<file path="config.mk">
export PLATFORM = sky130hd
export DESIGN_NAME = zrsm_front
export DESIGN_NICKNAME = d
export VERILOG_FILES = /design/src/rtl/zoh_resampler_saturating_mixer_unit_macros.svh /design/src/rtl/zrsm_pkg.sv /design/src/rtl/zrsm_front.sv
export SDC_FILE = /design/constraint.sdc
export NUM_CORES = 1
export LEC_CHECK = 0
export BUFFER_PORTS_ARGS = -buffer_cell sky130_fd_sc_hd__buf_4
export CAP_MARGIN = 20
export CORE_MARGIN = 5
export CORE_UTILIZATION = 35
export DETAILED_ROUTE_END_ITERATION = 8
export HOLD_SLACK_MARGIN = 0.02
export PLACE_DENSITY = 0.63
export SLEW_MARGIN = 25
export SYNTH_ARGS = -nofsm -noshare
export SYNTH_HDL_FRONTEND = slang
export SYNTH_SLANG_ARGS = --single-unit
</file>
<file path="constraint.sdc">
create_clock -name clk -period 4.6 [get_ports clk]
set_clock_uncertainty 0.05 [all_clocks]
set_input_delay 0.69 -clock clk [delete_from_list [all_inputs] [get_ports clk]]
set_output_delay 0.69 -clock clk [all_outputs]
set_load 0.005 [all_outputs]
</file>
<file path="src/rtl/zoh_resampler_saturating_mixer_unit_macros.svh">
// assertion helpers for the resampler mixer, empty when SYNTH is defined
`ifndef ZOH_RESAMPLER_SATURATING_MIXER_UNIT_MACROS_SVH
`define ZOH_RESAMPLER_SATURATING_MIXER_UNIT_MACROS_SVH
`ifndef SYNTH
// condition must hold at every edge outside reset
`define ZRSM_ASSERT_ALWAYS(label, clk, rst, cond, msg) \
  label: assert property (@(posedge clk) disable iff (rst) (cond)) \
    else $error(msg);
// antecedent implies consequent in the same cycle
`define ZRSM_ASSERT_IMPL(label, clk, rst, ante, cons, msg) \
  label: assert property (@(posedge clk) disable iff (rst) (ante) |-> (cons)) \
    else $error(msg);
// antecedent implies consequent in the next cycle
`define ZRSM_ASSERT_NEXT(label, clk, rst, ante, cons, msg) \
  label: assert property (@(posedge clk) disable iff (rst) (ante) |=> (cons)) \
    else $error(msg);
`else
`define ZRSM_ASSERT_ALWAYS(label, clk, rst, cond, msg)
`define ZRSM_ASSERT_IMPL(label, clk, rst, ante, cons, msg)
`define ZRSM_ASSERT_NEXT(label, clk, rst, ante, cons, msg)
`endif
`endif

</file>
<file path="src/rtl/zrsm_pkg.sv">
`default_nettype none
package zrsm_pkg;

  localparam int unsigned FIFO_DEPTH_DEF = 256;
  localparam int unsigned QUEUE_DEPTH = 2;
  // magnitude bits of a 16 x 8 bit product
  localparam int unsigned DIV_BITS = 23;
  localparam int unsigned CFG_INDEX_W = 3;
  localparam int unsigned CFG_DATA_W = 32;

  localparam logic RST_ENABLED = 1'b0;
  localparam logic RST_STEREO = 1'b1;
  localparam logic [25:0] RST_PHASE_STEP = 26'd4194304;
  localparam logic [31:0] RST_PHASE_MODULUS = 32'd6144000;
  localparam logic [7:0] RST_GAIN_NUM = 8'd1;
  localparam logic [7:0] RST_GAIN_DEN = 8'd1;

  typedef enum logic [CFG_INDEX_W-1:0] {
    CFG_ENABLED       = 3'd0,
    CFG_STEREO        = 3'd1,
    CFG_PHASE_STEP    = 3'd2,
    CFG_PHASE_MODULUS = 3'd3,
    CFG_GAIN_NUM      = 3'd4,
    CFG_GAIN_DEN      = 3'd5
  } cfg_index_t;

  typedef struct packed {
    logic        enabled;
    logic        stereo;
    logic [25:0] phase_step;
    logic [31:0] phase_modulus;
    logic [7:0]  gain_num;
    logic [7:0]  gain_den;
  } cfg_t;

  typedef enum logic {
    CMD_PUSH   = 1'b0,
    CMD_SAMPLE = 1'b1
  } cmd_kind_t;

  typedef struct packed {
    cmd_kind_t          kind;
    logic signed [15:0] left;
    logic signed [15:0] right;
  } cmd_t;

  typedef struct packed {
    logic signed [15:0] out_left;
    logic signed [15:0] out_right;
    logic               mixed;
    logic               underrun;
    logic               dropped;
  } res_t;

  typedef struct packed {
    logic push;
    logic pop;
  } fifo_ctl_t;

  typedef struct packed {
    logic empty;
    logic full;
  } fifo_stat_t;

  typedef enum logic [3:0] {
    ST_FETCH,
    ST_DECODE,
    ST_LOAD,
    ST_MUL,
    ST_ABS,
    ST_DIV,
    ST_SIGN,
    ST_SUM,
    ST_ADV,
    ST_OUT
  } state_t;

endpackage
`default_nettype wire

</file>
<file path="src/rtl/zrsm_front.sv">
`default_nettype none
module zrsm_front (
  input  wire logic               clk,
  input  wire logic               rst,
  input  wire logic               item_valid,
  output logic                    item_ready,
  input  wire logic               mode,
  input  wire logic signed [15:0] frame_left,
  input  wire logic signed [15:0] frame_right,
  input  wire logic signed [15:0] host_left,
  input  wire logic signed [15:0] host_right,
  output logic                    cmd_valid,
  output zrsm_pkg::cmd_t          cmd,
  input  wire logic               cmd_take
);

  localparam int unsigned QD = zrsm_pkg::QUEUE_DEPTH;
  localparam int unsigned QAW = (QD > 1) ? $clog2(QD) : 1;
  localparam int unsigned QCW = $clog2(QD + 1);

  zrsm_pkg::cmd_t q [QD];
  logic [QAW-1:0] wptr;
  logic [QAW-1:0] rptr;
  logic [QCW-1:0] count;
  logic           push;
  logic           pop;
  zrsm_pkg::cmd_t incoming;

  assign item_ready = (count != QCW'(QD));
  assign cmd_valid = (count != '0);
  assign cmd = q[rptr];
  assign push = item_valid && item_ready;
  assign pop = cmd_take && cmd_valid;

  // classify: keep only the sample pair the item's mode calls for
  always_comb begin
    incoming.kind = mode ? zrsm_pkg::CMD_SAMPLE : zrsm_pkg::CMD_PUSH;
    incoming.left = mode ? host_left : frame_left;
    incoming.right = mode ? host_right : frame_right;
  end

  always_ff @(posedge clk) begin
    if (push) begin
      q[wptr] <= incoming;
    end
  end

  always_ff @(posedge clk) begin
    if (rst) begin
      wptr <= '0;
      rptr <= '0;
      count <= '0;
    end else begin
      if (push) begin
        wptr <= (wptr == QAW'(QD - 1)) ? '0 : wptr + 1'b1;
      end
      if (pop) begin
        rptr <= (rptr == QAW'(QD - 1)) ? '0 : rptr + 1'b1;
      end
      if (push && !pop) begin
        count <= count + 1'b1;
      end else if (pop && !push) begin
        count <= count - 1'b1;
      end
    end
  end

endmodule
`default_nettype wire

</file>
==> After elaboration in Yosys (flattened, before gate mapping) <==
Memories as Yosys holds them, arrays and structs flattened. A register that Yosys moved wholly into a read port is not among the register bits.
Cells that the tools add are included.
{ "totals": {"reg_bits": 4, "mem_bits_rw": 66, "inputBits": 69, "output_inout_bits": 35, "word_cells": 28, "mem_count": 1} }
{ "op_classes": {"n_addsub": 4, "eq_ne": 1, "mux": 11, "reduce_logical": 8} }
{ "mem_list": {"columns": ["name", "words", "width", "rd", "rd_clocked_by_memory_dff", "write_ports", "line", "text"], "rows": [
  ["q", 2, 33, 1, 1, 1, "zrsm_front.sv:21", "zrsm_pkg::cmd_t q [QD];"]
]} }
{ "op_table": {"columns": ["operator", "n"], "rows": [
  ["2-to-1 mux 16 bit", 2],
  ["2-to-1 mux 1 bit", 7],
  ["logical AND 1 bit", 4],
  ["2-to-1 mux 2 bit", 2],
  ["nonzero test 2 bit", 2],
  ["adder 1 bit, second input constant", 2],
  ["adder 2 x 1 -> 2 bit, second input constant", 1],
  ["logical NOT 1 bit", 2],
  ["!= test 2 bit, second input constant", 1],
  ["subtractor 2 x 1 -> 2 bit, second input constant", 1]
]} }

==> Depth between registers and ports, before layout <==
Gate-level depths: netlist of the first run.
{ "logic_depth": {"ltp_word": 6, "ltp_mapped": 6, "mapped_depth_nobuf": 6} }

==> Worst setup path before layout of the first run <==
No wires, ideal clock.
{ "synth_path": {"path_kind": "input-to-reg", "from": "input item_valid", "to": "memory q[1][0] (netlist name), enable pin", "setup_ns": 0.393, "arrival_ns": 1.546, "t_required_ns": 4.157, "slack_ns": 2.611, "path_stages": 1, "path_buffers": 0, "cell_sequence": "and3_1"} }
{ "synth_between": {"elab_chain_len": 3} }
{ "synth_rtl": {"columns": ["element", "line", "text"], "rows": [
  ["start, declared", "zrsm_front.sv:5", "input wire logic item_valid,"],
  ["logical AND 1 bit", "zrsm_front.sv:32", "assign push = item_valid && item_ready;"],
  ["2-to-1 mux 1 bit", "zrsm_front.sv:43", "if (push) begin"],
  ["2-to-1 mux 1 bit (implied by the code)", "zrsm_front.sv:44", "q[wptr] <= incoming;"],
  ["end, declared", "zrsm_front.sv:21", null]
]} }
Every way passes these cells.

==> impl_results.md, run 1 <==
* Gpl congestion at 0.618
* Most common cell after layout, fill and taps aside: buf_4
* Yosys reg bits at 71
* Met1 global-route usage at 12.6%
* Power Dens Cells at 448 mW/mm^2
* Hold depth at 2
* Clk sinks at 71
* Core footprint at 0.00826 sq mm
* Final setup margin at 2.10 ns
* Grt total ovfl at 0
* Largest cells by area after synthesis: edfxtp_1 (67%), mux2_2 (24%), dfxtp_1 (3.4%)
* CTS Root Cell: clkbuf_8
* Synth warn at 0
* Post-CTS Hold Buffers at 0
* Total Routing Usage GR at 11.0%
* Initial antenna violation count at 0
* Syn nets at 233
* Achievable Freq at 0.399 GHz
* Post-synthesis cell type count at 19
* Met3 Usage GRT at 3.96%
* Seq pwr share at 48.7%
* CP Cell Sequence: mux2_2 > buf_4
* WL/cell at 15.1 um
* DR iter-0 viols at 40
* Worst slew pin tran at 0.835 ns
* Most frequent cells in the layout: buf_4 (104), edfxtp_1 (66), mux2_2 (63)
* Setup crit start kind: flip-flop
* Vias in the first global route at 1,837
* Final worst path period need at 2.50 ns
* DRT Pass-1 Iters at 4
* Die W at 102 um
* Post-CTS setup buffer count at 0
* Final #Nets at 340
* Required time of the critical path at 3.86 ns
* DP Worst Slack at 2.41 ns
* Slew HR at 44.3%
* Hold Worst Slack at 0.463 ns
* Final Hold Fails at 0
* Clock power frac at 25.0%
* MaxCap Viol Count at 0
* RSZ-0062 raised after global routing: false
* Worst-Skew Late Latency at 0.32 ns
* Die footprint at 0.0104 sq mm
* CP Capture Type: primary output
* Post-route setup TNS at 0 ns
* Most Used Layer, Global Route: met2
* Max Root-Sink Buffers at 2
* CP peak stage delay at 0.85 ns
* CTS tree: done
* Worst path slowest cell: dfxtp_2
* Post-CTS Resized at 0
* Die Ht at 102 um
* Avg Cell Area, Syn at 18.3 sq um
* WP data arrival at 1.76 ns
* Routed WL at 5740 um
* Initial Util at 36.0%
* Reg2reg path depth at 2
* DRC violations left at 0
* Area share of the largest cell type after synthesis at 66.6%
* Max Slew Vio Count at 0
* First-pass GRT wire length at 8630 um
* Met2 GRT Util at 18.6%
* Register area share after synthesis at 69.9%
* DP Wirelength at 3790 um
* Vias per cell at 4.56
* Row cnt at 33
* Num CTS Buffers at 9
* CP Class: flip-flop to primary output
* CTS H-tree depth at 3
* Largest net degree at the start of global routing at 35
* VDD IR max at 0.189 mV
* N_diodes at 0
* Largest area contributor in the netlist: edfxtp_1
* P_leak at 1.56 nW
* Comb pwr share at 26.2%
* Final period util at 54.4%
* Net Switching at 451 uW
* Post-route antenna net violation count at 0
* Tightest Hold Check Type: flip-flop to flip-flop
* Area grow syn2layout at 35.6%
* Clk slew on worst S/H paths at 0.07 ns
* Post-Synthesis Cell Area at 0.00298 sq mm
* Io pins at 104
* Crit Path Max Fanout at 33
* PortBufs at 103
* Fraction of layout cells with a size suffix above 1 at 66.9%
* Status: complete, no violations
* Syn Inst Count at 163
* Final setup fails at 0
* Vias at 1,734
* Internal at 1.36 mW
* Switching Share at 24.9%
==> power groups by stage <==
stage | combinational (mW) | sequential, mW | clock, mW
after floorplan | 0.280 | 0.850 | 0
after global placement | 0.481 | 0.896 | 0
after detailed placement | 0.486 | 0.900 | 0
after CTS | 0.490 | 0.886 | 0.473
after global routing | 0.525 | 0.896 | 0.499
final | 0.475 | 0.882 | 0.453
==> synthesized netlist by cell type (all sizes together) <==
master	count
mux2	65
a21bo	1
and3	1
ha	1
nor2	3
nand3b	1
xor2	3
buf	7
clkbuf	1
or3	1
dfxtp	5
inv	1
a21oi	2
nand2b	1
edfxtp	66
and2	1
o21ai	2
or2	1
==> path summary, 6_finish.rpt <==
kind | start | to | slack (ns)
setup / recovery | flip-flop | cmd[0] | 2.10
hold reg to reg | count[1]$_SDFFE_PP0P_ | count[1]$_SDFFE_PP0P_ | 0.46
setup reg to reg | count[0]$_SDFFE_PP0P_ | q[1][12]$_DFFE_PP_ | 2.78
hold / removal | count[1]$_SDFFE_PP0P_ | count[1]$_SDFFE_PP0P_ | 0.46
==> registers in the layout, indices dropped and copies added (netlist names), named ones only <==
register	count
rptr	1
wptr	1
q	66
count	2
==> critical path, delay by kind of cell, from the launching register on <==
| family | cells | cell delay [ns] |
|---|---|---|
| buffers and inverters | 1 | 0.14 |
| flip-flops | 1 | 0.85 |
| multiplexers | 1 | 0.44 |
==> per-stage QoR <==
| stage | instances | cell area (sq um) | utilization, % | power (mW) |
|---|---|---|---|---|
| floorplan | 163 | 2980 | - | 1.13 |
| global placement | 364 | 3850 | 46.6 | 1.38 |
| detailed placement | 364 | 3850 | 46.6 | 1.39 |
| CTS | 380 | 4040 | 48.9 | 1.85 |
| global route | 380 | 4040 | 48.9 | 1.92 |
| finish | 380 | 4040 | 48.9 | 1.81 |
==> metal layers <==
layer  part of all wire [%]  wire, um
met1                     41      2350
met2                     49      2830
met3                    8.8       503
met4                    1.1        63
met5                      0         0
==> area by class of cell <==
type                       instances  area, sq um
inverter                           1         3.75
fill                             753         4220
clock buffer                      14          174
timing repair buffer             104          781
tap                              105          131
sequential                        71         2080
multi-input combinational         83          852
clock inverter                     2         12.5
==> cells by family (layout without fill, tap and decap cells) <==
| logic type | count (synthesis) | after routing | synth area share (%) |
|---|---|---|---|
| muxes | 65 | 65 | 24.6 |
| and+or+nand+nor | 9 | 9 | 1.68 |
| AOI/OAI and AO/OA | 5 | 5 | 1.01 |
| buffers and inverters | 9 | 121 | 1.47 |
| adders and majority gates | 1 | 1 | 0.420 |
| DFF | 71 | 71 | 69.9 |
| xor gates and xnor gates | 3 | 3 | 0.883 |
No activity file was read; power rests on OpenSTA's default activity.
==> inputs of run 2 (changes only) <==
clock period = 2.5 ns   (was 4.6 ns; I/O delays follow)
==> impl_results.md, run 2 (same netlist as run 1, synthesis figures left out) <==
* Status: complete, no violations
* DRC violations left at 0 (unchanged)
* Final setup margin at 0.437 ns (-1.66 ns)
* RSZ-0062 raised after global routing: false
* Worst slew pin tran at 0.461 ns (-0.374 ns)
* Post-CTS Hold Buffers at 0 (unchanged)
* Worst-Skew Late Latency at 0.33 ns (about the same)
* Footprint of the multi-input gates at 852 sq um (unchanged)
* Hold depth at 2 (unchanged)
* Die Ht at 102 um (unchanged)
* Crit Path Max Fanout at 18 (-45%)
* Reg-to-Reg End: count[1]$_SDFFE_PP0P_
* Worst hold endpoint: count[1]$_SDFFE_PP0P_
* N_diodes at 0 (unchanged)
* Hold path startpoint: rst
* CP Capture Type: primary output
* Io pins at 104 (unchanged)
* PortBufs at 103 (unchanged)
* DP Wirelength at 3880 um (+2.2%)
* Clk slew on worst S/H paths at 0.07 ns (about the same)
* Vias per cell at 4.53 (-0.67%)
* Final period util at 82.5%
* Most frequent cells in the layout: buf_4 (105), edfxtp_1 (66), mux2_2 (63)
* Final core utilization at 50.1% (+1.2 points)
* R2r setup slk at 0.82 ns (-1.96 ns)
* Core footprint at 0.00826 sq mm (unchanged)
* Hold Worst Slack at 0.178 ns (-0.285 ns)
* DR iter-0 viols at 39 (-2.5%)
* First-pass GRT wire length at 8450 um (-2.1%)
* Vias in the first global route at 1,827 (-0.54%)
* R2R Path Start: count[0]$_SDFFE_PP0P_
* Grt total ovfl at 0 (unchanged)
* Max Root-Sink Buffers at 2 (unchanged)
* Initial Util at 36.0% (unchanged)
* Power Dens Cells at 867 mW/mm^2 (+93%)
* Num CTS Buffers at 9 (unchanged)
* WL/cell at 14.5 um (-4.1%)
* Fraction of layout cells with a size suffix above 1 at 68.0% (+1.1 points)
* Storage element area at 0.00208 sq mm (unchanged)
* Final Hold Fails at 0 (unchanged)
* Placed insts at 367 (+0.82%)
* Max Slew Vio Count at 0 (unchanged)
* Initial antenna violation count at 0 (unchanged)
* CP Class: flip-flop to primary output
* Row cnt at 33 (unchanged)
* Die W at 102 um (unchanged)
* Total Routing Usage GR at 11.0% (-0.075 points)
* Post-CTS Resized at 0 (unchanged)
* Post-route setup TNS at 0 ns (unchanged)
* DRT Pass-1 Iters at 3 (-1)
* Post-route insts no fill at 383 (+0.79%)
* Required time of the critical path at 2.08 ns (-1.78 ns)
* WP data arrival at 1.64 ns (-0.12 ns)
* Achievable Freq at 0.485 GHz
* Largest net degree at the start of global routing at 35 (unchanged)
* Slew HR at 69.2% (+25 points)
* Post-route antenna net violation count at 0 (unchanged)
* Area grow syn2layout at 38.9%
* DP Worst Slack at 0.759 ns (-1.65 ns)
* Reg2reg path depth at 5 (+3)
* MaxCap Viol Count at 0 (unchanged)
* Routed WL at 5550 um (-3.4%)
* CTS Root Cell: clkbuf_8
* Post-CTS setup buffer count at 0 (unchanged)
* Final #Nets at 343 (+0.88%)
* Die footprint at 0.0104 sq mm (unchanged)
* CTS tree: done
* Most common cell after layout, fill and taps aside: buf_4
* P_leak at 1.60 nW (+3.0%)
* Setup crit start kind: flip-flop
* Largest registers: q x66, count x2
* VDD IR max at 0.320 mV (+70%)
* Final worst path period need at 2.06 ns
* Vias at 1,736 (+0.12%)
* Number of flip-flops in the largest register at 66 (unchanged)
* Tightest Hold Check Type: input pin to flip-flop
* CTS H-tree depth at 3 (unchanged)
* Gpl congestion at 0.624 (+0.97%)
* Clk sinks at 71 (unchanged)
* Top reg by flops: q
* Final setup fails at 0 (unchanged)
* Fillers at 718 (-4.6%)
-- run 2: how the worst max path moves through the flow --
| stage | startpoint | to | slack (ns) | depth (start not counted) |
|---|---|---|---|---|
| 2_1_floorplan | count[0]$_SDFFE_PP0P_ | q[1][0]$_DFFE_PP_ | 0.61 | 2 |
| 3_3_place_gp | flip-flop | cmd[0] | 0.77 | 3 |
| 3_5_place_dp | flip-flop | cmd[21] | 0.76 | 3 |
| 4_1_cts | flip-flop | cmd[21] | 0.38 | 3 |
| 5_1_grt | flip-flop | cmd[0] | 0.34 | 3 |
| 6_report | flip-flop | cmd[21] | 0.44 | 3 |
-- run 2: area by class of cell --
type / instances / share of cell area [%]
Tap cell: 105 / 3.18
Inverter: 1 / 0.0908
Multi-Input combinational cell: 83 / 20.6
Clock buffer: 9 / 3.00
Clock inverter: 7 / 2.69
Timing Repair Buffer: 107 / 20.0
Sequential cell: 71 / 50.4
-- run 2: power breakdown --
group          switching, mW  internal [mW]  leakage, nW  total [mW]
sequential            0.0789           1.50        0.658        1.58
combinational          0.362          0.583        0.828       0.945
clock                  0.404          0.655        0.117        1.06
-- run 2: routing by layer --
metal / global-route usage (%) / wire length [um] / vias up
li1: - / - / 845
met1: 12.4 / 2180 / 813
met2: 18.1 / 2770 / 65
met3: 3.96 / 489 / 13
met4: 5.75 / 108 / 0
met5: 0 / 0 / -
-- run 2: through the flow --
step	instance area, sq um	total power, mW
global placement	3900	2.57
finish	4130	3.58
global route	4130	3.80
detailed placement	3900	2.58
CTS	4130	3.65
floorplan	2980	2.08
-- run 2: worst max-delay path: stages, from the launching register on --
cell and delay [ns]:
dfxtp_2 0.58, buf_12 0.22, mux2_2 0.36, buf_4 0.14
