<file path="src/rtl/zoh_resampler_saturating_mixer_unit_macros.svh">
// assertion helpers for the resampler mixer, empty when SYNTH is defined
`ifndef ZOH_RESAMPLER_SATURATING_MIXER_UNIT_MACROS_SVH
`define ZOH_RESAMPLER_SATURATING_MIXER_UNIT_MACROS_SVH
`ifndef SYNTH
// condition must hold at every edge outside reset
`define ZRSM_ASSERT_ALWAYS(label, clk, rst, cond, msg) \
  label: assert property (@(posedge clk) disable iff (rst) (cond)) \
    else $error(msg);
// antecedent implies consequent in the same cycle
`define ZRSM_ASSERT_IMPL(label, clk, rst, ante, cons, msg) \
  label: assert property (@(posedge clk) disable iff (rst) (ante) |-> (cons)) \
    else $error(msg);
// antecedent implies consequent in the next cycle
`define ZRSM_ASSERT_NEXT(label, clk, rst, ante, cons, msg) \
  label: assert property (@(posedge clk) disable iff (rst) (ante) |=> (cons)) \
    else $error(msg);
`else
`define ZRSM_ASSERT_ALWAYS(label, clk, rst, cond, msg)
`define ZRSM_ASSERT_IMPL(label, clk, rst, ante, cons, msg)
`define ZRSM_ASSERT_NEXT(label, clk, rst, ante, cons, msg)
`endif
`endif

</file>
<file path="src/rtl/zrsm_pkg.sv">
`default_nettype none
package zrsm_pkg;

  localparam int unsigned FIFO_DEPTH_DEF = 256;
  localparam int unsigned QUEUE_DEPTH = 2;
  // magnitude bits of a 16 x 8 bit product
  localparam int unsigned DIV_BITS = 23;
  localparam int unsigned CFG_INDEX_W = 3;
  localparam int unsigned CFG_DATA_W = 32;

  localparam logic RST_ENABLED = 1'b0;
  localparam logic RST_STEREO = 1'b1;
  localparam logic [25:0] RST_PHASE_STEP = 26'd4194304;
  localparam logic [31:0] RST_PHASE_MODULUS = 32'd6144000;
  localparam logic [7:0] RST_GAIN_NUM = 8'd1;
  localparam logic [7:0] RST_GAIN_DEN = 8'd1;

  typedef enum logic [CFG_INDEX_W-1:0] {
    CFG_ENABLED       = 3'd0,
    CFG_STEREO        = 3'd1,
    CFG_PHASE_STEP    = 3'd2,
    CFG_PHASE_MODULUS = 3'd3,
    CFG_GAIN_NUM      = 3'd4,
    CFG_GAIN_DEN      = 3'd5
  } cfg_index_t;

  typedef struct packed {
    logic        enabled;
    logic        stereo;
    logic [25:0] phase_step;
    logic [31:0] phase_modulus;
    logic [7:0]  gain_num;
    logic [7:0]  gain_den;
  } cfg_t;

  typedef enum logic {
    CMD_PUSH   = 1'b0,
    CMD_SAMPLE = 1'b1
  } cmd_kind_t;

  typedef struct packed {
    cmd_kind_t          kind;
    logic signed [15:0] left;
    logic signed [15:0] right;
  } cmd_t;

  typedef struct packed {
    logic signed [15:0] out_left;
    logic signed [15:0] out_right;
    logic               mixed;
    logic               underrun;
    logic               dropped;
  } res_t;

  typedef struct packed {
    logic push;
    logic pop;
  } fifo_ctl_t;

  typedef struct packed {
    logic empty;
    logic full;
  } fifo_stat_t;

  typedef enum logic [3:0] {
    ST_FETCH,
    ST_DECODE,
    ST_LOAD,
    ST_MUL,
    ST_ABS,
    ST_DIV,
    ST_SIGN,
    ST_SUM,
    ST_ADV,
    ST_OUT
  } state_t;

endpackage
`default_nettype wire

</file>
<file path="src/rtl/zrsm_back.sv">
`default_nettype none
module zrsm_back (
  input  wire logic                 clk,
  input  wire logic                 rst,
  input  wire zrsm_pkg::cfg_t       cfg,
  input  wire logic                 cmd_valid,
  input  wire zrsm_pkg::cmd_t       cmd,
  output logic                      cmd_take,
  output zrsm_pkg::fifo_ctl_t       fifo_ctl,
  output logic [31:0]               fifo_wdata,
  input  wire logic [31:0]          fifo_rdata,
  input  wire zrsm_pkg::fifo_stat_t fifo_stat,
  output logic                      result_valid,
  input  wire logic                 result_ready,
  output zrsm_pkg::res_t            res
);

  localparam int unsigned DB = zrsm_pkg::DIV_BITS;
  localparam int unsigned DCW = $clog2(DB);

  zrsm_pkg::state_t   state;
  zrsm_pkg::state_t   state_next;
  zrsm_pkg::cmd_t     cur;
  zrsm_pkg::res_t     pend;
  logic signed [15:0] held [2];
  logic               held_valid;
  logic               pop_d;
  logic [32:0]        phase;
  logic signed [24:0] prod [2];
  logic [DB-1:0]      dvd [2];
  logic [7:0]         rem [2];
  logic               neg [2];
  logic signed [23:0] gain [2];
  logic [DCW-1:0]     div_cnt;
  logic               out_load;

  logic [7:0]         den;
  logic               bypass;
  logic               phase_ge;
  logic [8:0]         rem_sh [2];
  logic               q_bit [2];
  logic [DB-1:0]      dvd_next [2];
  logic [7:0]         rem_next [2];
  logic signed [24:0] mag [2];
  logic signed [25:0] sum_l;
  logic signed [25:0] sum_r;
  logic signed [24:0] mono_sum;
  logic signed [24:0] mono_half;
  logic signed [25:0] sum_m;
  logic signed [15:0] sat_l;
  logic signed [15:0] sat_r;
  logic signed [15:0] sat_m;

  function automatic logic signed [15:0] sat16(input logic signed [25:0] v);
    if (v > 26'sd32767) begin
      return 16'sh7fff;
    end else if (v < -26'sd32768) begin
      return 16'sh8000;
    end
    return v[15:0];
  endfunction

  assign den = (cfg.gain_den == 8'd0) ? 8'd1 : cfg.gain_den;
  assign bypass = !cfg.enabled || (cfg.phase_modulus == 32'd0);
  assign phase_ge = (phase >= {1'b0, cfg.phase_modulus});
  assign fifo_wdata = {cur.right, cur.left};

  // one restoring step per cycle, both channels share the divisor
  always_comb begin
    for (int i = 0; i < 2; i++) begin
      rem_sh[i] = {rem[i], dvd[i][DB-1]};
      q_bit[i] = (rem_sh[i] >= {1'b0, den});
      rem_next[i] = q_bit[i] ? 8'(rem_sh[i] - {1'b0, den}) : rem_sh[i][7:0];
      dvd_next[i] = {dvd[i][DB-2:0], q_bit[i]};
      mag[i] = prod[i][24] ? -prod[i] : prod[i];
    end
  end

  // mixing and saturation
  always_comb begin
    sum_l = {{10{cur.left[15]}}, cur.left} + {{2{gain[0][23]}}, gain[0]};
    sum_r = {{10{cur.right[15]}}, cur.right} + {{2{gain[1][23]}}, gain[1]};
    mono_sum = {gain[0][23], gain[0]} + {gain[1][23], gain[1]};
    // halve toward zero
    mono_half = $signed(mono_sum + {24'd0, mono_sum[24]}) >>> 1;
    sum_m = {{10{cur.left[15]}}, cur.left} + {mono_half[24], mono_half};
    sat_l = sat16(sum_l);
    sat_r = sat16(sum_r);
    sat_m = sat16(sum_m);
  end

  always_comb begin
    state_next = state;
    case (state)
      zrsm_pkg::ST_FETCH: begin
        if (cmd_valid) begin
          state_next = zrsm_pkg::ST_DECODE;
        end
      end
      zrsm_pkg::ST_DECODE: begin
        if (cur.kind == zrsm_pkg::CMD_PUSH) begin
          state_next = fifo_stat.full ? zrsm_pkg::ST_OUT : zrsm_pkg::ST_FETCH;
        end else if (bypass) begin
          state_next = zrsm_pkg::ST_OUT;
        end else if (!held_valid) begin
          state_next = fifo_stat.empty ? zrsm_pkg::ST_OUT : zrsm_pkg::ST_LOAD;
        end else begin
          state_next = zrsm_pkg::ST_MUL;
        end
      end
      zrsm_pkg::ST_LOAD: state_next = zrsm_pkg::ST_MUL;
      zrsm_pkg::ST_MUL: state_next = zrsm_pkg::ST_ABS;
      zrsm_pkg::ST_ABS: state_next = zrsm_pkg::ST_DIV;
      zrsm_pkg::ST_DIV: begin
        if (div_cnt == DCW'(DB - 1)) begin
          state_next = zrsm_pkg::ST_SIGN;
        end
      end
      zrsm_pkg::ST_SIGN: state_next = zrsm_pkg::ST_SUM;
      zrsm_pkg::ST_SUM: state_next = zrsm_pkg::ST_ADV;
      zrsm_pkg::ST_ADV: begin
        if (!phase_ge || fifo_stat.empty) begin
          state_next = zrsm_pkg::ST_OUT;
        end
      end
      zrsm_pkg::ST_OUT: begin
        if (!result_valid || result_ready) begin
          state_next = zrsm_pkg::ST_FETCH;
        end
      end
      default: state_next = zrsm_pkg::ST_FETCH;
    endcase
  end

  always_comb begin
    cmd_take = 1'b0;
    fifo_ctl = '0;
    out_load = 1'b0;
    case (state)
      zrsm_pkg::ST_FETCH: cmd_take = cmd_valid;
      zrsm_pkg::ST_DECODE: begin
        if (cur.kind == zrsm_pkg::CMD_PUSH) begin
          fifo_ctl.push = !fifo_stat.full;
        end else begin
          fifo_ctl.pop = !bypass && !held_valid && !fifo_stat.empty;
        end
      end
      zrsm_pkg::ST_ADV: fifo_ctl.pop = phase_ge && !fifo_stat.empty;
      zrsm_pkg::ST_OUT: out_load = !result_valid || result_ready;
      default: ;
    endcase
  end

  always_ff @(posedge clk) begin
    if (rst) begin
      state <= zrsm_pkg::ST_FETCH;
      held_valid <= 1'b0;
      pop_d <= 1'b0;
      phase <= '0;
      result_valid <= 1'b0;
    end else begin
      state <= state_next;
      pop_d <= fifo_ctl.pop;
      if (pop_d) begin
        held_valid <= 1'b1;
      end
      if (state == zrsm_pkg::ST_SUM) begin
        phase <= phase + {7'd0, cfg.phase_step};
      end else if (fifo_ctl.pop && state == zrsm_pkg::ST_ADV) begin
        phase <= phase - {1'b0, cfg.phase_modulus};
      end
      if (out_load) begin
        result_valid <= 1'b1;
      end else if (result_ready) begin
        result_valid <= 1'b0;
      end
    end
  end

  always_ff @(posedge clk) begin
    // popped frame is taken into held from the registered read data when pop_d is set
    if (pop_d) begin
      held[0] <= fifo_rdata[15:0];
      held[1] <= fifo_rdata[31:16];
    end
    if (cmd_take) begin
      cur <= cmd;
    end
    if (out_load) begin
      res <= pend;
    end
    case (state)
      zrsm_pkg::ST_DECODE: begin
        if (cur.kind == zrsm_pkg::CMD_PUSH) begin
          pend.out_left <= '0;
          pend.out_right <= '0;
          pend.mixed <= 1'b0;
          pend.underrun <= 1'b0;
          pend.dropped <= 1'b1;
        end else begin
          pend.out_left <= cur.left;
          pend.out_right <= cur.right;
          pend.mixed <= 1'b0;
          pend.underrun <= 1'b0;
          pend.dropped <= 1'b0;
        end
      end
      zrsm_pkg::ST_MUL: begin
        for (int i = 0; i < 2; i++) begin
          prod[i] <= 25'(held[i]) * $signed({17'd0, cfg.gain_num});
        end
      end
      zrsm_pkg::ST_ABS: begin
        for (int i = 0; i < 2; i++) begin
          dvd[i] <= mag[i][DB-1:0];
          rem[i] <= '0;
          neg[i] <= prod[i][24];
        end
        div_cnt <= '0;
      end
      zrsm_pkg::ST_DIV: begin
        for (int i = 0; i < 2; i++) begin
          dvd[i] <= dvd_next[i];
          rem[i] <= rem_next[i];
        end
        div_cnt <= div_cnt + 1'b1;
      end
      zrsm_pkg::ST_SIGN: begin
        for (int i = 0; i < 2; i++) begin
          gain[i] <= neg[i] ? -$signed({1'b0, dvd[i]}) : $signed({1'b0, dvd[i]});
        end
      end
      zrsm_pkg::ST_SUM: begin
        pend.mixed <= 1'b1;
        if (cfg.stereo) begin
          pend.out_left <= sat_l;
          pend.out_right <= sat_r;
        end else begin
          pend.out_left <= sat_m;
        end
      end
      zrsm_pkg::ST_ADV: begin
        if (phase_ge && fifo_stat.empty) begin
          pend.underrun <= 1'b1;
        end
      end
      default: ;
    endcase
  end

endmodule
`default_nettype wire

</file>
<file path="config.mk">
export PLATFORM = sky130hd
export DESIGN_NAME = zrsm_back
export DESIGN_NICKNAME = d
export VERILOG_FILES = /design/src/rtl/zoh_resampler_saturating_mixer_unit_macros.svh /design/src/rtl/zrsm_pkg.sv /design/src/rtl/zrsm_back.sv
export SDC_FILE = /design/constraint.sdc
export NUM_CORES = 2
export LEC_CHECK = 0
export BUFFER_PORTS_ARGS = -buffer_cell sky130_fd_sc_hd__clkbuf_2
export CAP_MARGIN = 30
export CORE_MARGIN = 5
export CORE_UTILIZATION = 45
export CTS_CLUSTER_SIZE = 30
export DETAILED_ROUTE_END_ITERATION = 12
export SYNTH_ARGS = -nofsm -noshare
export SYNTH_HDL_FRONTEND = slang
export SYNTH_SLANG_ARGS = --single-unit
</file>
<file path="constraint.sdc">
create_clock -name clk -period 8.55 [get_ports clk]
set_clock_uncertainty 0.15 [all_clocks]
set_input_delay 1.71 -clock clk [delete_from_list [all_inputs] [get_ports clk]]
set_output_delay 1.71 -clock clk [all_outputs]
set_load 0.005 [all_outputs]
</file>
Yosys cells after proc, flatten, opt, wreduce, memory -nomap -nowiden
Memory sizes are Yosys's and may differ from the RTL's.
Cells that the tools add are included.
Widths: inputs -> output; s select.
{"block": "classes", "add_sub_neg": 14, "multipliers": 2, "n_lt_le_gt_ge": 9, "eq_ne": 16, "mux": 63, "bitwise_logic": 4, "reduce_logical": 26}
{"operator": "$mux 16", "count": 11}
{"operator": "$mux 23", "count": 4}
{"operator": "$add 16x24->25", "count": 3}
{"operator": "$gt 25x16->1 const B", "count": 3}
{"operator": "$lt 25x16->1 const B", "count": 3}
{"operator": "$mux 33", "count": 2}
{"operator": "$pmux 33 s2", "count": 1}
{"operator": "$mul 16x9->25", "count": 2}
{"operator": "$mux 24", "count": 2}
{"operator": "$neg 23->24", "count": 2}
{"operator": "$neg 23->23", "count": 2}
{"operator": "$mux 8", "count": 5}
{"operator": "$pmux 4 s10", "count": 1}
{"operator": "$mux 4", "count": 9}
{"operator": "$mux 35", "count": 1}
{"operator": "$add 33x26->33", "count": 1}
{"operator": "$ge 33x32->1", "count": 1}
{"operator": "$sub 33x32->33", "count": 1}
{"operator": "$logic_not 32->1", "count": 1}
{"operator": "$add 24x24->25", "count": 1}
{"operator": "$add 25x1->25", "count": 1}
{"operator": "$mux 1", "count": 24}
{"operator": "$ge 9x8->1", "count": 2}
{"operator": "$eq 4x3->1 const B", "count": 4}
{"operator": "19 further kinds", "count": 47}
{"block": "word_totals", "ff_bits": 148, "mem_bits_rw": 194, "inputBits": 147, "out_inout_bits": 71, "elab_cells": 159, "mem_count": 6}
{"memory": "prod", "words": 2, "width": 25, "rd": 2, "rd_ports_with_merged_regs": 0, "write_ports": 2, "line_no": "zrsm_back.sv:29", "source": "logic signed [24:0] prod [2];"}
{"memory": "gain", "words": 2, "width": 24, "rd": 2, "rd_ports_with_merged_regs": 0, "write_ports": 2, "line_no": "zrsm_back.sv:33", "source": "logic signed [23:0] gain [2];"}
{"memory": "dvd", "words": 2, "width": 23, "rd": 2, "rd_ports_with_merged_regs": 0, "write_ports": 2, "line_no": "zrsm_back.sv:30", "source": "logic [DB-1:0] dvd [2];"}
{"memory": "held", "words": 2, "width": 16, "rd": 2, "rd_ports_with_merged_regs": 0, "write_ports": 2, "line_no": "zrsm_back.sv:25", "source": "logic signed [15:0] held [2];"}
{"memory": "rem", "words": 2, "width": 8, "rd": 2, "rd_ports_with_merged_regs": 0, "write_ports": 2, "line_no": "zrsm_back.sv:31", "source": "logic [7:0] rem [2];"}
{"memory": "neg", "words": 2, "width": 1, "rd": 2, "rd_ports_with_merged_regs": 0, "write_ports": 2, "line_no": "zrsm_back.sv:32", "source": "logic neg [2];"}

Logic depth before layout (Yosys ltp)
{"block": "logic_depth", "ltp_word": 10, "mapped_depth": 30}

Worst setup path before layout
No wires, ideal clock.
{"block": "synth_path", "kind": "input to register", "startpoint": "input cfg[9] (netlist bit)", "endpoint": "memory prod[0][24] (data pin)", "setup_time_ps": 270, "t_arrival_ps": 6285, "t_required_ps": 8130, "setup_slack_ps": 1845, "path_stages": 21, "path_buffers": 1, "path_cell_list": "clkbuf_1 nand2_1 fa_1 inv_1 fa_1 ha_1 inv_1 fa_1 inv_1 ha_1 nor2b_1 o21ai_0 a21boi_0 o21ai_0 a21oi_1 o2111ai_1 nand3_1 o41ai_1 o211ai_1 a2111oi_0 nor3b_1"}
{"item": "from (decl)", "line_no": "zrsm_back.sv:5", "source": "input wire zrsm_pkg::cfg_t cfg,"}
{"item": "to (decl)", "line_no": "zrsm_back.sv:29"}

==> impl_metrics.ini <==
[worst_setup_path]
crit_type = reg2reg
cp_peak_stage_delay_ns = 0.59
worst_setup_path_start_kind = flip-flop
required_ns = 8.73
timing.reg2reg.setup_slack_ns = 1.43
path_max_fanout = 15
critPathArrivalTime_ns = 7.30
worstSetupEndpointType = flip-flop
slowest_stage = sky130_fd_sc_hd__edfxtp_1
reg2regPathDepth = 29
regToRegStartpoint = gain[0][25]
reg2reg_to = pend[22]

[global_route]
globalRoute.totalOverflow = 0
grt_first_pass_wirelength_um = 128100
first_global_vias = 23950
grt.total_usage_pct = 19.94
grt_antenna_before_repair = 0
grt_start_max_net_pins = 73

[final_layout]
syn2layout_area_growth_pct = 10.16
nNetsFinal = 4229
diodes = 0
most-common-layout-cells = sky130_fd_sc_hd__inv_1 (383), sky130_fd_sc_hd__edfxtp_1 (300), sky130_fd_sc_hd__nand2_1 (291)
final_layout_size_suffix_gt1_share_pct = 10.46
final_common_cell = sky130_fd_sc_hd__inv_1

[routing]
route.detailed.vias_per_inst = 5.358
routed_wire_length_per_instance_um = 17.04
first_iter_violations = 1406
routed_wirelength_um = 77940
num_vias = 24500
ant_nets = 0
drtPass1Iterations = 5
drc_violations = 0

[floorplan]
coreArea_mm2 = 0.07173
ioPinCount = 218
start_util_pct = 45.46
die_h_um = 279.2
rows = 98
floorplan.die_area_mm2 = 0.07794
chipWidth_um = 279.2

[clock_network]
clock_insertion_delay_worst_skew_ns = 0.59
clk_root_buffer_cell = sky130_fd_sc_hd__clkbuf_16
cts.reportedPaths.clkPinSlew_ns = 0.06
max-clock-path-buffers = 3
post_cts_resize_count = 0
cts_num_sinks = 340
cts_tree = built
number_of_hold_buffers_added_after_cts = 0
tritoncts.num_buffers = 43
setup_buffers_after_cts = 0
ctsHtreeMaxLevel = 2

[yosys]
yosys_warnings = 0
total_of_flip_flops_plus_latches_after_synthesis = 340
postSynthNetCount = 4058
synthesis.instances = 3417
synth-main-ff-cell = sky130_fd_sc_hd__edfxtp_1
synth.avg_cell_area_um2 = 9.542
netlist_top_cells_area = sky130_fd_sc_hd__edfxtp_1 (28%), sky130_fd_sc_hd__fa_1 (13%), sky130_fd_sc_hd__ha_1 (11%)
postSynth.asyncResetShare_pct = 0
netlist_area_mm2 = 0.03261
synthDominantAreaCellType = sky130_fd_sc_hd__edfxtp_1
synth_cell_type_count = 100
synth_top_area_share_pct = 27.63
synth-seq-area-share_pct = 30.08
synth_edf_count = 300

[power_and_ir_drop]
p_leak_nw = 15.64
power.density_mw_per_mm2 = 163.4
max-vdd-ir-drop_mv = 0.1634
seqPwrFrac_pct = 34.5
clockPowerShare_pct = 31.9
power.share.combinational_pct = 33.6
internal_power_mw = 3.933
p_sw_share_pct = 32.97
power.net_switching_mw = 1.935

[sta]
tightestPinTransition_ns = 0.8952
timing.slew.headroom_pct = 40.32
finalCriticalPeriod_ns = 7.123
final_clock_period_utilization_by_the_worst_path_pct = 83.31
hold_viol_final = 0
totalNegativeSetupSlack_ns = 0
count_of_final_max_slew_check_failures = 0
clock.fmax_ghz = 0.1404
whs_ns = 0.2631
setup_repair_after_global_routing_missed_its_margin = false
final-setup-viol-count = 0

[min_path]
hold_path_end = res[17]
worst_min_delay_path_category = reg2reg
worst_hold_startpoint = pend[17]
timing.hold.worst_path_depth = 0

[place]
placement.io_buffers = 217
place.detailed.hpwl_um = 61930
gp_congestion = 0.8834

[flow_run]
drv.max_cap_violation_count = 0

[run_status]
result_of_the_run = finished, final reports clean
## per-stage QoR
| stage | total power [mW] | setup slack, ns | cells | cell area (µm²) | utilization (%) |
|---|---|---|---|---|---|
| 2_1_floorplan | 3.586 | 1.845 | 3417 | 32610 | - |
| 3_3_place_gp | 4.019 | 1.198 | 4489 | 34420 | 47.99 |
| 3_5_place_dp | 4.039 | 1.105 | 4493 | 34470 | 48.05 |
| 4_1_cts | 5.950 | 1.404 | 4573 | 35920 | 50.08 |
| 5_1_grt | 6.312 | 0.7834 | 4573 | 35920 | 50.08 |
| 6_report | 5.868 | 1.427 | 4573 | 35920 | 50.08 |
## synth_stat cells (7+ instances only)
| master | n |
|---|---|
| sky130_fd_sc_hd__inv_1 | 383 |
| sky130_fd_sc_hd__edfxtp_1 | 300 |
| sky130_fd_sc_hd__nand2_1 | 291 |
| sky130_fd_sc_hd__ha_1 | 282 |
| sky130_fd_sc_hd__fa_1 | 212 |
| sky130_fd_sc_hd__a21oi_1 | 192 |
| sky130_fd_sc_hd__nor2_1 | 180 |
| sky130_fd_sc_hd__and2_1 | 178 |
| sky130_fd_sc_hd__xnor2_1 | 170 |
| sky130_fd_sc_hd__o21ai_0 | 155 |
| sky130_fd_sc_hd__xor2_1 | 103 |
| sky130_fd_sc_hd__a21o_1 | 89 |
| sky130_fd_sc_hd__nor3_1 | 66 |
| sky130_fd_sc_hd__clkbuf_1 | 64 |
| sky130_fd_sc_hd__or3_1 | 46 |
| sky130_fd_sc_hd__nand3_1 | 43 |
| sky130_fd_sc_hd__dfxtp_1 | 40 |
| sky130_fd_sc_hd__mux2i_1 | 37 |
| sky130_fd_sc_hd__buf_4 | 35 |
| sky130_fd_sc_hd__nand2b_1 | 35 |
| sky130_fd_sc_hd__a211oi_1 | 34 |
| sky130_fd_sc_hd__o21a_1 | 33 |
| sky130_fd_sc_hd__o31ai_1 | 30 |
| sky130_fd_sc_hd__nor2b_1 | 28 |
| sky130_fd_sc_hd__and3_1 | 26 |
| sky130_fd_sc_hd__a31oi_1 | 24 |
| sky130_fd_sc_hd__nand4_1 | 23 |
| sky130_fd_sc_hd__nor4_1 | 23 |
| sky130_fd_sc_hd__o22ai_1 | 21 |
| sky130_fd_sc_hd__or4_1 | 21 |
| sky130_fd_sc_hd__o21bai_1 | 20 |
| sky130_fd_sc_hd__o21ai_1 | 18 |
| sky130_fd_sc_hd__a21oi_2 | 15 |
| sky130_fd_sc_hd__o211ai_1 | 15 |
| sky130_fd_sc_hd__o41ai_1 | 13 |
| sky130_fd_sc_hd__nor3b_1 | 10 |
| sky130_fd_sc_hd__or2_2 | 9 |
| sky130_fd_sc_hd__a31o_2 | 8 |
| sky130_fd_sc_hd__o311ai_0 | 8 |
| sky130_fd_sc_hd__a21boi_0 | 7 |
## kinds of logic after synthesis
family	Yosys count	synth area share (%)
mux	39	1.205
compound gates	768	15.59
fa+ha+maj	494	23.84
buf+inv	499	6.431
simple gates	1004	15.52
xor+xnor	273	7.333
flops	340	30.08
## layer usage
metal / wire length, µm / track usage [%] / up-vias
met3: 3580 / 2.525 / 93
met2: 34800 / 32.03 / 491
met5: 0 / 0 / -
met1: 37940 / 29.05 / 11600
li1: - / - / 12320
met4: 1621 / 4.476 / 0
## worst max-delay path, delay by kind of cell (launching register included)
| kind | cells | cell delay [ns] |
|---|---|---|
| flops | 1 | 0.59 |
| compound gates | 18 | 3.93 |
| fa+ha+maj | 3 | 0.95 |
| simple gates | 5 | 0.79 |
| buf+inv | 2 | 0.28 |
| xor+xnor | 1 | 0.14 |
## layout make-up
class                      instances  area (µm²)
timing repair buffer             242        1290
multi-input combinational       2578       20740
clock inverter                    31       332.8
inverter                         383        1438
clock buffer                      49        1120
fill                            6758       35810
tap                              950        1189
sequential                       340        9809
## how the worst max path moves through the flow
stage / from / end / slack, ns / depth (start not counted)
2_1_floorplan: cfg[9] / prod[0][24] / 1.85 / 21
3_3_place_gp: cfg[13] / prod[0][24] / 1.20 / 20
3_5_place_dp: cfg[13] / prod[0][24] / 1.11 / 20
4_1_cts: gain[0][25] / pend[22] / 1.40 / 29
5_1_grt: gain[0][25] / pend[19] / 0.78 / 29
6_report: gain[0][25] / pend[22] / 1.43 / 29
## state kept, by name (all words and copies together), names as in the netlist, 4 cells and up
signal      count
div_cnt         5
gain           48
res            35
prod           48
dvd            46
phase          33
held           32
pend           35
fifo_wdata     32
state           4
rem            16
## power by group through the flow
| stage | clock network, mW | logic (mW) | registers, mW |
|---|---|---|---|
| 3_3_place_gp | 0 | 1.96 | 2.06 |
| 3_5_place_dp | 0 | 1.98 | 2.06 |
| 5_1_grt | 2.00 | 2.28 | 2.03 |
| 2_1_floorplan | 0 | 1.54 | 2.04 |
| 6_report | 1.87 | 1.97 | 2.03 |
| 4_1_cts | 1.93 | 1.99 | 2.03 |
Note: power is estimated with default switching activity, not from simulation.
